===== src/design/dmfs_pkg.sv =====
// Package for the delimiter mask field splitter: record and job types,
// character codes, status codes, sizes and small helper functions.
// No dependencies.
package dmfs_pkg;

    localparam int MAX_FIELDS  = 6;
    localparam int MASK_BYTES  = 8;
    localparam int QUEUE_DEPTH = 4;
    localparam int QUEUE_AW    = $clog2(QUEUE_DEPTH);
    localparam int QUEUE_CW    = $clog2(QUEUE_DEPTH + 1);

    localparam logic [7:0] CHAR_HASH = 8'h23;
    localparam logic [7:0] CHAR_CR   = 8'h0d;
    localparam logic [7:0] CHAR_LF   = 8'h0a;

    // register indexes on the configuration port
    localparam logic REG_DELIM_COUNT = 1'b0;
    localparam logic REG_DELIM_CHARS = 1'b1;

    typedef enum logic [1:0] {
        ST_OK         = 2'd0,
        ST_INCOMPLETE = 2'd1,
        ST_COMMENT    = 2'd2,
        ST_EMPTY      = 2'd3
    } line_status_t;

    typedef enum logic {
        KIND_FIELD  = 1'b0,
        KIND_STATUS = 1'b1
    } record_kind_t;

    typedef struct packed {
        record_kind_t kind;
        logic [2:0]   index;
        logic [7:0]   start;
        logic [7:0]   length;
        line_status_t status;
    } rec_t;

    // one or two records produced by one input byte
    typedef struct packed {
        logic two;
        rec_t rec1;
        rec_t rec0;
    } job_t;

    function automatic logic [7:0] sat_inc(input logic [7:0] v);
        return (v == 8'hff) ? 8'hff : v + 8'd1;
    endfunction

endpackage


===== src/design/delimiter_mask_field_splitter.sv =====
// Top level of the delimiter mask field splitter: front end, job queue
// and back end. Depends on dmfs_pkg, dmfs_front, dmfs_queue, dmfs_back.
//
//   channel   direction  handshake          payload
//   s_        in         s_valid/s_ready    s_data_byte, s_buffer_last
//   m_        out        m_valid/m_ready    record fields, m_last
//   cfg_      in         cfg_we             cfg_index, cfg_wdata
//
// One input byte per cycle is taken while the queue has room; a byte is
// classified and the line state updated in the cycle of its transaction.
// Each byte yields zero, one or two records; the back end sends one record
// per cycle while m_ready is high, so a byte that ends a line with an open
// field yields two. The four-entry queue absorbs that and lets either side stall.
// aresetn is synchronous; it empties the queue and the output register,
// restores the line state and sets delimiter_count to 1, the mask to zero.
module delimiter_mask_field_splitter (
    input  logic        aclk,
    input  logic        aresetn,
    // configuration
    input  logic        cfg_we,
    input  logic        cfg_index,
    input  logic [63:0] cfg_wdata,
    // input bytes
    input  logic        s_valid,
    output logic        s_ready,
    input  logic [7:0]  s_data_byte,
    input  logic        s_buffer_last,
    // records
    output logic        m_valid,
    input  logic        m_ready,
    output logic        m_record_kind,
    output logic [2:0]  m_field_index,
    output logic [7:0]  m_field_start,
    output logic [7:0]  m_field_length,
    output logic [1:0]  m_line_status,
    output logic        m_last
);

    logic            accept;
    logic            push;
    logic            pop;
    logic            q_empty;
    logic            q_full;
    dmfs_pkg::job_t  front_job;
    dmfs_pkg::job_t  head_job;
    dmfs_pkg::rec_t  out_rec;

    // ready depends only on queue room, never on the output side directly
    assign s_ready = !q_full;
    assign accept  = s_valid && s_ready;

    dmfs_front u_front (
        .aclk        (aclk),
        .aresetn     (aresetn),
        .cfg_we      (cfg_we),
        .cfg_index   (cfg_index),
        .cfg_wdata   (cfg_wdata),
        .accept      (accept),
        .data_byte   (s_data_byte),
        .buffer_last (s_buffer_last),
        .push        (push),
        .job         (front_job)
    );

    dmfs_queue u_queue (
        .aclk     (aclk),
        .aresetn  (aresetn),
        .push     (push),
        .push_job (front_job),
        .pop      (pop),
        .head_job (head_job),
        .empty    (q_empty),
        .full     (q_full)
    );

    dmfs_back u_back (
        .aclk     (aclk),
        .aresetn  (aresetn),
        .head_job (head_job),
        .q_empty  (q_empty),
        .pop      (pop),
        .m_ready  (m_ready),
        .m_valid  (m_valid),
        .m_rec    (out_rec),
        .m_last   (m_last)
    );

    assign m_record_kind  = out_rec.kind;
    assign m_field_index  = out_rec.index;
    assign m_field_start  = out_rec.start;
    assign m_field_length = out_rec.length;
    assign m_line_status  = out_rec.status;

endmodule


===== src/design/dmfs_front.sv =====
// Front end: holds the configuration registers and the per-line state,
// classifies each accepted byte and builds the job of records it causes.
// Depends on dmfs_pkg.
module dmfs_front (
    input  logic            aclk,
    input  logic            aresetn,
    input  logic            cfg_we,
    input  logic            cfg_index,
    input  logic [63:0]     cfg_wdata,
    input  logic            accept,
    input  logic [7:0]      data_byte,
    input  logic            buffer_last,
    output logic            push,
    output dmfs_pkg::job_t  job
);

    logic [3:0]             delim_count_reg;
    logic [63:0]            delim_chars_reg;

    logic [7:0]             line_pos_reg,   line_pos_next;
    logic [3:0]             mask_pos_reg,   mask_pos_next;
    logic [2:0]             field_num_reg,  field_num_next;
    logic [7:0]             field_begin_reg, field_begin_next;
    logic [7:0]             field_cnt_reg,  field_cnt_next;
    dmfs_pkg::line_status_t line_res_reg,   line_res_next;
    logic                   skip_reg,       skip_next;

    logic [3:0] cnt_eff;
    logic [7:0] mask_char;
    logic [3:0] mask_pos_inc;
    logic [7:0] cnt_inc;
    logic       is_hash, is_lf, is_cr, is_other, match, line_end;
    logic       have_field;
    dmfs_pkg::rec_t fld_rec, st_rec;

    always_ff @(posedge aclk) begin
        if (!aresetn) begin
            delim_count_reg <= 4'd1;
            delim_chars_reg <= '0;
        end else if (cfg_we) begin
            case (cfg_index)
                dmfs_pkg::REG_DELIM_COUNT: delim_count_reg <= cfg_wdata[3:0];
                default:                   delim_chars_reg <= cfg_wdata;
            endcase
        end
    end

    always_comb begin
        if (delim_count_reg == 4'd0)
            cnt_eff = 4'd1;
        else if (delim_count_reg > 4'(dmfs_pkg::MASK_BYTES))
            cnt_eff = 4'(dmfs_pkg::MASK_BYTES);
        else
            cnt_eff = delim_count_reg;
    end

    assign mask_char    = delim_chars_reg[{mask_pos_reg[2:0], 3'b000} +: 8];
    assign mask_pos_inc = mask_pos_reg + 4'd1;
    assign cnt_inc      = dmfs_pkg::sat_inc(field_cnt_reg);

    assign is_hash  = data_byte == dmfs_pkg::CHAR_HASH;
    assign is_lf    = data_byte == dmfs_pkg::CHAR_LF;
    assign is_cr    = data_byte == dmfs_pkg::CHAR_CR;
    assign is_other = !skip_reg && !is_hash && !is_lf && !is_cr;
    assign match    = is_other && (data_byte == mask_char);
    assign line_end = buffer_last || is_lf;

    // an open or just-closed field is reported on this byte
    assign have_field = !skip_reg &&
                        (is_lf || (is_cr && buffer_last) || match ||
                         (is_other && !match && buffer_last));

    always_comb begin
        line_pos_next    = dmfs_pkg::sat_inc(line_pos_reg);
        mask_pos_next    = mask_pos_reg;
        field_num_next   = field_num_reg;
        field_begin_next = field_begin_reg;
        field_cnt_next   = field_cnt_reg;
        line_res_next    = line_res_reg;
        skip_next        = skip_reg;
        if (!skip_reg) begin
            if (is_hash) begin
                line_res_next = dmfs_pkg::ST_COMMENT;
                skip_next     = 1'b1;
            end else if (match) begin
                line_res_next  = dmfs_pkg::ST_INCOMPLETE;
                field_cnt_next = '0;
                mask_pos_next  = mask_pos_inc;
                if (mask_pos_inc >= cnt_eff) begin
                    line_res_next = dmfs_pkg::ST_OK;
                    skip_next     = 1'b1;
                end else if ({1'b0, field_num_reg} + 4'd1 >= 4'(dmfs_pkg::MAX_FIELDS)) begin
                    skip_next = 1'b1;
                end else begin
                    field_num_next   = field_num_reg + 3'd1;
                    field_begin_next = dmfs_pkg::sat_inc(line_pos_reg);
                end
            end else if (is_other) begin
                field_cnt_next = cnt_inc;
            end
        end
    end

    always_ff @(posedge aclk) begin
        if (!aresetn || (accept && line_end)) begin
            line_pos_reg    <= '0;
            mask_pos_reg    <= '0;
            field_num_reg   <= '0;
            field_begin_reg <= '0;
            field_cnt_reg   <= '0;
            line_res_reg    <= dmfs_pkg::ST_EMPTY;
            skip_reg        <= 1'b0;
        end else if (accept) begin
            line_pos_reg    <= line_pos_next;
            mask_pos_reg    <= mask_pos_next;
            field_num_reg   <= field_num_next;
            field_begin_reg <= field_begin_next;
            field_cnt_reg   <= field_cnt_next;
            line_res_reg    <= line_res_next;
            skip_reg        <= skip_next;
        end
    end

    always_comb begin
        fld_rec.kind   = dmfs_pkg::KIND_FIELD;
        fld_rec.index  = field_num_reg;
        fld_rec.start  = field_begin_reg;
        fld_rec.length = (is_other && !match) ? cnt_inc : field_cnt_reg;
        fld_rec.status = dmfs_pkg::ST_OK;

        st_rec.kind    = dmfs_pkg::KIND_STATUS;
        st_rec.index   = '0;
        st_rec.start   = '0;
        st_rec.length  = '0;
        st_rec.status  = line_res_next;

        job.rec0 = have_field ? fld_rec : st_rec;
        job.rec1 = st_rec;
        job.two  = have_field && line_end;
    end

    assign push = accept && (have_field || line_end);

endmodule


===== src/design/dmfs_queue.sv =====
// Short job queue between front end and back end.
// Depends on dmfs_pkg.
module dmfs_queue (
    input  logic            aclk,
    input  logic            aresetn,
    input  logic            push,
    input  dmfs_pkg::job_t  push_job,
    input  logic            pop,
    output dmfs_pkg::job_t  head_job,
    output logic            empty,
    output logic            full
);

    dmfs_pkg::job_t                 mem [dmfs_pkg::QUEUE_DEPTH];
    logic [dmfs_pkg::QUEUE_AW-1:0]  wr_ptr_reg;
    logic [dmfs_pkg::QUEUE_AW-1:0]  rd_ptr_reg;
    logic [dmfs_pkg::QUEUE_CW-1:0]  count_reg, count_next;

    assign empty    = count_reg == '0;
    assign full     = count_reg == dmfs_pkg::QUEUE_CW'(dmfs_pkg::QUEUE_DEPTH);
    assign head_job = mem[rd_ptr_reg];

    always_comb begin
        count_next = count_reg;
        case ({push, pop})
            2'b10:   count_next = count_reg + 1'b1;
            2'b01:   count_next = count_reg - 1'b1;
            default: count_next = count_reg;
        endcase
    end

    always_ff @(posedge aclk) begin
        if (push)
            mem[wr_ptr_reg] <= push_job;
    end

    always_ff @(posedge aclk) begin
        if (!aresetn) begin
            wr_ptr_reg <= '0;
            rd_ptr_reg <= '0;
            count_reg  <= '0;
        end else begin
            if (push)
                wr_ptr_reg <= wr_ptr_reg + 1'b1;
            if (pop)
                rd_ptr_reg <= rd_ptr_reg + 1'b1;
            count_reg <= count_next;
        end
    end

endmodule


===== src/design/dmfs_back.sv =====
// Back end: takes jobs from the queue and sends their records one per
// transaction from an output register. Depends on dmfs_pkg.
module dmfs_back (
    input  logic            aclk,
    input  logic            aresetn,
    input  dmfs_pkg::job_t  head_job,
    input  logic            q_empty,
    output logic            pop,
    input  logic            m_ready,
    output logic            m_valid,
    output dmfs_pkg::rec_t  m_rec,
    output logic            m_last
);

    logic           valid_reg;
    dmfs_pkg::job_t job_reg;
    logic           sel_reg;
    logic           sel_is_last;

    assign sel_is_last = sel_reg == job_reg.two;
    assign pop         = !q_empty && (!valid_reg || (m_ready && sel_is_last));
    assign m_valid     = valid_reg;
    assign m_rec       = sel_reg ? job_reg.rec1 : job_reg.rec0;
    assign m_last      = sel_is_last;

    always_ff @(posedge aclk) begin
        if (pop)
            job_reg <= head_job;
    end

    always_ff @(posedge aclk) begin
        if (!aresetn) begin
            valid_reg <= 1'b0;
            sel_reg   <= 1'b0;
        end else if (pop) begin
            valid_reg <= 1'b1;
            sel_reg   <= 1'b0;
        end else if (valid_reg && m_ready) begin
            if (sel_is_last)
                valid_reg <= 1'b0;
            else
                sel_reg <= 1'b1;
        end
    end

endmodule


===== config.mk =====
export PLATFORM = sky130hd
export DESIGN_NAME = delimiter_mask_field_splitter
export DESIGN_NICKNAME = d
export VERILOG_FILES = /design/src/design/dmfs_pkg.sv /design/src/design/delimiter_mask_field_splitter.sv /design/src/design/dmfs_front.sv /design/src/design/dmfs_queue.sv /design/src/design/dmfs_back.sv
export SDC_FILE = /design/constraint.sdc
export NUM_CORES = 1
export LEC_CHECK = 0
export BUFFER_PORTS_ARGS = -buffer_cell sky130_fd_sc_hd__buf_2
export CAP_MARGIN = 40
export CORE_MARGIN = 4
export CORE_UTILIZATION = 40
export CTS_CLUSTER_SIZE = 14
export DETAILED_ROUTE_END_ITERATION = 7
export GPL_TIMING_DRIVEN = 1
export SLEW_MARGIN = 10
export SYNTH_ARGS = -nofsm -noshare
export SYNTH_HDL_FRONTEND = slang
export SYNTH_HIERARCHICAL = 1
export SYNTH_SLANG_ARGS = --single-unit

===== constraint.sdc =====
create_clock -name aclk -period 5.3 [get_ports aclk]
set_input_delay 0.265 -clock aclk [delete_from_list [all_inputs] [get_ports aclk]]
set_output_delay 0.265 -clock aclk [all_outputs]
set_load 0.005 [all_outputs]

# Yosys cells after proc, flatten, opt, wreduce, memory -nomap -nowiden

Memory sizes are Yosys's and may differ from the RTL's. A register that Yosys moved wholly into a read port is not among the register bits.
Index checks and enable logic that the tools add are counted.

Register bits after elaboration: 131
Memory bits (writable): 100
Bits of input ports: 79
Output and inout bits: 25
Word-level logic and storage cells: 118
Memories: 1

Memories:

| name        | depth | bits a word | rd ports | clocked after memory_dff | wr ports | RTL line         | text |
|---|---|---|---|---|---|---|---|
| u_queue.mem | 4     | 25          | 1        | 1                        | 1        | dmfs_queue.sv:14 | `dmfs_pkg::job_t mem [dmfs_pkg::QUEUE_DEPTH];` |

Add/subtract/negate cells: 9
Order comparisons: 3
Eq/ne operators: 10
Shift-type cells: 1
Muxes and demuxes: 24
Bitwise logic cells: 7
Reduce and logical (&&, ||, !) cells: 45

Operators by type and width:

| operator              | count |
|---|---|
| $shiftx A64 B7 Y8     | 1 |
| $mux W22              | 2 |
| $mux W8               | 5 |
| $add A8 B1 Y8 const B | 2 |
| $eq A8 B4 Y1 const B  | 2 |
| $eq A8 B8 Y1 const B  | 2 |
| $logic_and A1 B1 Y1   | 15 |
| $mux W1               | 11 |
| $logic_not A1 Y1      | 9 |
| $eq A8 B6 Y1 const B  | 1 |
| $eq A8 B8 Y1          | 1 |
| $mux W4               | 2 |
| $reduce_and A2 Y1     | 4 |
| $reduce_and A4 Y1     | 2 |
| $reduce_bool A2 Y1    | 4 |
| $logic_or A1 B1 Y1    | 7 |
| $not A1 Y1            | 7 |
| $add A3 B1 Y3 const B | 2 |
| $mux W2               | 3 |
| $pmux W3 S2           | 1 |
| $reduce_and A6 Y1     | 1 |
| $add A2 B1 Y2 const B | 2 |
| $add A3 B1 Y4 const B | 1 |
| $add A4 B1 Y4 const B | 1 |
| 11 further kinds      | 11 |

# Depth between registers and ports, before layout

Depth in word-level cells: 15
Depth in mapped cells: 17
Depth with buffers taken out: 13

# Cells and area by module

The synthesis kept the hierarchy.

Modules (own cells, without submodules):

| module                        | times used | cells each | area each (um^2) | sequential area each (um^2) |
|---|---|---|---|---|
| dmfs_queue                    | 1          | 281        | 7004.2           | 5585.4 |
| dmfs_front                    | 1          | 652        | 5590.4           | 2042.0 |
| dmfs_back                     | 1          | 83         | 1755.4           | 1391.3 |
| delimiter_mask_field_splitter | 1          | 2          | 10.0             | 0.0 |

# Worst setup path before layout

OpenSTA, ideal clock, no wires.

Path type: flip-flop to flip-flop
Start: reg, netlist name u_back/job_reg[44]
End: reg u_queue/count_reg[2] (netlist name)
Arrival time: 4645 ps
Slack: 579 ps
Cell stages (with the launch flop): 10
Path buffers: 0
Clock period less this slack: 4721 ps
Path through: edfxtp_1 > xnor2_2 > nand2_1 > a21oi_1 > ha_1 > inv_1 > fa_1 > xor2_1 > or3_1 > a21boi_0

Longest elaborated chain between the ends: 6

Ends and longest elaborated chain:

| element                                           | RTL line                            | text |
|---|---|---|
| $eq A1 B1 Y1 (*)                                  | dmfs_back.sv:20                     | `assign sel_is_last = sel_reg == job_reg.two;` |
| named net m_last                                  | delimiter_mask_field_splitter.sv:36 | `output logic m_last` |
| $logic_and A1 B1 Y1 (*)                           | dmfs_back.sv:21                     | `assign pop = !q_empty && (!valid_reg \|\| (m_ready && sel_is_last));` |
| $logic_or A1 B1 Y1 (*)                            | dmfs_back.sv:21                     |  |
| $logic_and A1 B1 Y1 (*)                           | dmfs_back.sv:21                     |  |
| named net pop                                     | delimiter_mask_field_splitter.sv:41 | `logic pop;` |
| $eq A2 B1 Y1 or $eq A2 B2 Y1 (tied branches)      | dmfs_queue.sv:25                    | `case ({push, pop})` |
| $pmux W3 S2 or $reduce_bool A2 Y1 (tied branches) | n/a                                 |  |
| end signal, assigned                              | dmfs_queue.sv:47                    | `count_reg <= count_next;` |
| end, declared                                     | dmfs_queue.sv:17                    | `logic [dmfs_pkg::QUEUE_CW-1:0] count_reg, count_next;` |

Mark *: on every way through the listed nets, which the timed path passes. The rest lies on a longest branch.
A chain may end at the register's enable or synchronous reset.

# Final worst setup path

Start: reg u_front.mask_pos_reg[0]
End: mem u_queue/mem[2][23] (netlist name) (enable)

Longest elaborated chain between the ends: 12

Ends and longest elaborated chain:

| element                           | RTL line                            | text |
|---|---|---|
| start, declared                   | dmfs_front.sv:21                    | `logic [3:0] mask_pos_reg, mask_pos_next;` |
| start signal, assigned            | dmfs_front.sv:115                   | `mask_pos_reg <= mask_pos_next;` |
| $shiftx A64 B7 Y8 (*)             | dmfs_front.sv:57                    | `assign mask_char = delim_chars_reg[{mask_pos_reg[2:0], 3'b000} +: 8];` |
| $eq A8 B8 Y1 (*)                  | dmfs_front.sv:65                    | `assign match = is_other && (data_byte == mask_char);` |
| $logic_and A1 B1 Y1 (*)           | dmfs_front.sv:65                    |  |
| $logic_not A1 Y1                  | dmfs_front.sv:71                    | `(is_other && !match && buffer_last));` |
| $logic_and A1 B1 Y1 (2 in series) | dmfs_front.sv:71                    |  |
| $logic_or A1 B1 Y1 (*)            | dmfs_front.sv:70                    | `(is_lf \|\| (is_cr && buffer_last) \|\| match \|\|` |
| $logic_and A1 B1 Y1 (*)           | dmfs_front.sv:69                    | `assign have_field = !skip_reg &&` |
| $logic_or A1 B1 Y1 (*)            | dmfs_front.sv:142                   | `assign push = accept && (have_field \|\| line_end);` |
| $logic_and A1 B1 Y1 (*)           | dmfs_front.sv:142                   |  |
| named net push                    | delimiter_mask_field_splitter.sv:40 | `logic push;` |
| $mux W1 (*)                       | dmfs_queue.sv:33                    | `if (push)` |
| $mux W1 (implied by the code) (*) | dmfs_queue.sv:34                    | `mem[wr_ptr_reg] <= push_job;` |
| end, declared                     | dmfs_queue.sv:14                    |  |

Marks and branches as above.

==> impl_metrics.toml <==
[critical_path]
path_max_fanout = 31
worstSetupEndpointType = "register"
startpoint = "u_front/mask_pos_reg[0]$_SDFFE_PP0P_"
required_ps = 5440
reg2reg_setup_slack_ps = 1230
cp.arrival_ps = 4210
rr_worst_depth = 9
critPathKind = "register to register"
rr_startpoint = "u_front/mask_pos_reg[0]$_SDFFE_PP0P_"
crit_end = "u_queue/mem[2][23]$_DFFE_PP_"
startpoint_type = "register"
reg2reg_to = "u_queue/mem[2][23]$_DFFE_PP_"

[layout]
instances_no_fill = 1641
fillers = 3150
postLayoutCoreUtil_pct = 46.9
fin_nets = 1248
drive_gt1_share_pct = 22.7
multi_input_area_um2 = 4770
fin_area_um2 = 16700
seq_area_um2 = 9020
area_growth_pct = 16.0
diodes = 0
largest_reg_flops = 180

[logic_synthesis]
synth_area_leaders = "edfxtp_1, dfxtp_1, mux4_2"
synth_seq_area_share_pct = 62.8
synthArstFlopShare_pct = 0
synth_warnings = 6
syn-mean-instance-area_um2 = 14.1
syn_inst = 1018
synth_top_area_share_pct = 47.1
yosys-top-cells-count = "edfxtp_1, nand2_1, dfxtp_1, a21boi_0, mux4_2"
synthMostInstantiatedCell = "edfxtp_1"
synth_top_area_cell = "edfxtp_1"
synth_edf_count = 225
ys.flop_type = "edfxtp_1"
syn_area_um2 = 14400
synthDistinctLibCells = 69
ys_ff_latch = 338

[clock_tree]
clkTransAtPathRegs_ps = 60
clock_path_buffers = 3
cts_resized = 0
htree_levels = 2
cts_setup_buffers = 0
clock_latency_ps = 510
cts_tree = "yes"
cts_root_buf = "clkbuf_16"
cts.sinks = 338
numCtsBuffers = 37

[run]
maxCapViolCount = 0

[place]
placed_area_um2 = 15100
hpwl_mm = 18.7
io_buffers = 103
dp.cells = 1544
globalplace.congestion = 0.792

[timing]
finalMaxSlewViolations = 0
skew_ps = 18.5
setup-violations-final = 0
final.period_utilization_pct = 76.7
final.setup.tns_ps = 0
relSlewSlack_pct = 44.6
max_freq_ghz = 0.246
period_minus_slack_ps = 4070
final_hold_viol_count = 0
tightest_slew_ps = 830
rsz0062_at_grt = "no"
fin_hold_ws_ps = 20.6

[power]
p_per_area_nw_per_um2 = 416
leakagePower_nw = 5.83
vdd_ir_drop_max_uv = 390

[die]
io_pins = 104
initial_core_util_pct = 40.5
num_rows = 69
core_area_um2 = 35500
dieHeight_um = 197
dieArea_um2 = 39000
die_w_um = 197

[grt]
grt_pass1_vias = 8313
grt_max_degree = 81
overflow = 0
grt_pass1_wl_mm = 45.7
track_usage_pct = 14.6
antenna_found_initial = 1

[drt]
num_vias = 8231
wire_per_inst_um = 17.1
dr.pass1.iters = 5
drc = 0
ant_nets = 0
via_per_inst = 5.02
drt-initial-drc-count = 514
routed_wl_mm = 28.1

[run_status]
status = "completed"

[min_path]
hp-class = "input pin to register"
final cells by class:
cell class	count	area share [%]
inverters	16	0.361
well taps	461	3.46
clock inverters	16	1.01
repair buffers	156	6.14
clock buffers	49	6.20
flip-flops and latches	338	54.2
multi-input cells	605	28.7
power by group:
part           total, W  switching (W)  internal [W]
combinational   0.00116       0.000603      0.000559
sequential      0.00328       0.000114       0.00317
clock           0.00249       0.000979       0.00152
total           0.00694        0.00170       0.00524
layer usage:
layer,wire length (um),share of wire (%),GRT usage (%)
met1,12700,45,20.1
met2,13600,48,24.3
met3,1320,4.7,2.63
met4,493,1.8,3.60
met5,13,0.046,0
worst max-delay path, cell delays in order, from the launching register on:
cell	delay [ps]
dfxtp_1	860
mux4_1	640
mux2i_1	170
xor2_1	190
o2111ai_1	260
or2_1	290
o21ai_0	170
buf_4	180
and2_2	400
buf_4	490
logic make-up after synthesis:
kind of cell	count (synthesis)	synth area share [%]
multiplexers	105	13.0
flip-flops	338	62.8
adder cells (fa/ha/maj)	15	1.36
AO/OA/AOI/OAI	152	7.48
buffers and inverters	93	4.56
XOR/XNOR	22	1.39
AND/OR/NAND/NOR	291	9.33
other	2	0.0523
per-stage QoR:
step	total power, W	worst slack [ps]
5_1_grt	0.00729	888
3_5_place_dp	0.00452	1180
3_3_place_gp	0.00446	1250
4_1_cts	0.00705	1170
6_report	0.00694	1230
2_1_floorplan	0.00418	579
worst min-delay path by stage:
stage | cells after the start | endpoint | start | slack [ps]
5_1_grt | 3 | u_front/delim_chars_reg[51]$_SDFFE_PN0P_ | cfg_wdata[51] | 10
4_1_cts | 3 | u_front/delim_chars_reg[24]$_SDFFE_PN0P_ | cfg_wdata[24] | 0.5
6_report | 3 | u_front/delim_chars_reg[47]$_SDFFE_PN0P_ | cfg_wdata[47] | 20
3_3_place_gp | 2 | u_front/delim_chars_reg[12]$_SDFFE_PN0P_ | u_front/delim_chars_reg[12]$_SDFFE_PN0P_ | 460
2_1_floorplan | 1 | u_back/m_valid$_SDFFE_PN0P_ | m_ready | 370
3_5_place_dp | 2 | u_front/delim_chars_reg[18]$_SDFFE_PN0P_ | u_front/delim_chars_reg[18]$_SDFFE_PN0P_ | 460
placed cells by master (no fill, tap or decap), drive strengths merged, types with 12 or more instances in the layout:
master	count
buf	124
mux2	23
and2	26
a21boi	65
nand2	164
clkbuf	49
inv	15
mux4	59
nor2	32
nor3	12
o21ai	18
edfxtp	225
a21oi	30
conb	20
clkinv	12
dlygate4sd3	32
dfxtp	113
nand3	16
ha	14
mux2i	23
repair_timing:
item | 4_1_cts | 5_1_grt
hold buffers | 32 | 0
setup endpoints to repair | 0 | 0
endpoints found under the hold margin | 32 | 0
No activity file was read; power rests on OpenSTA's default activity.
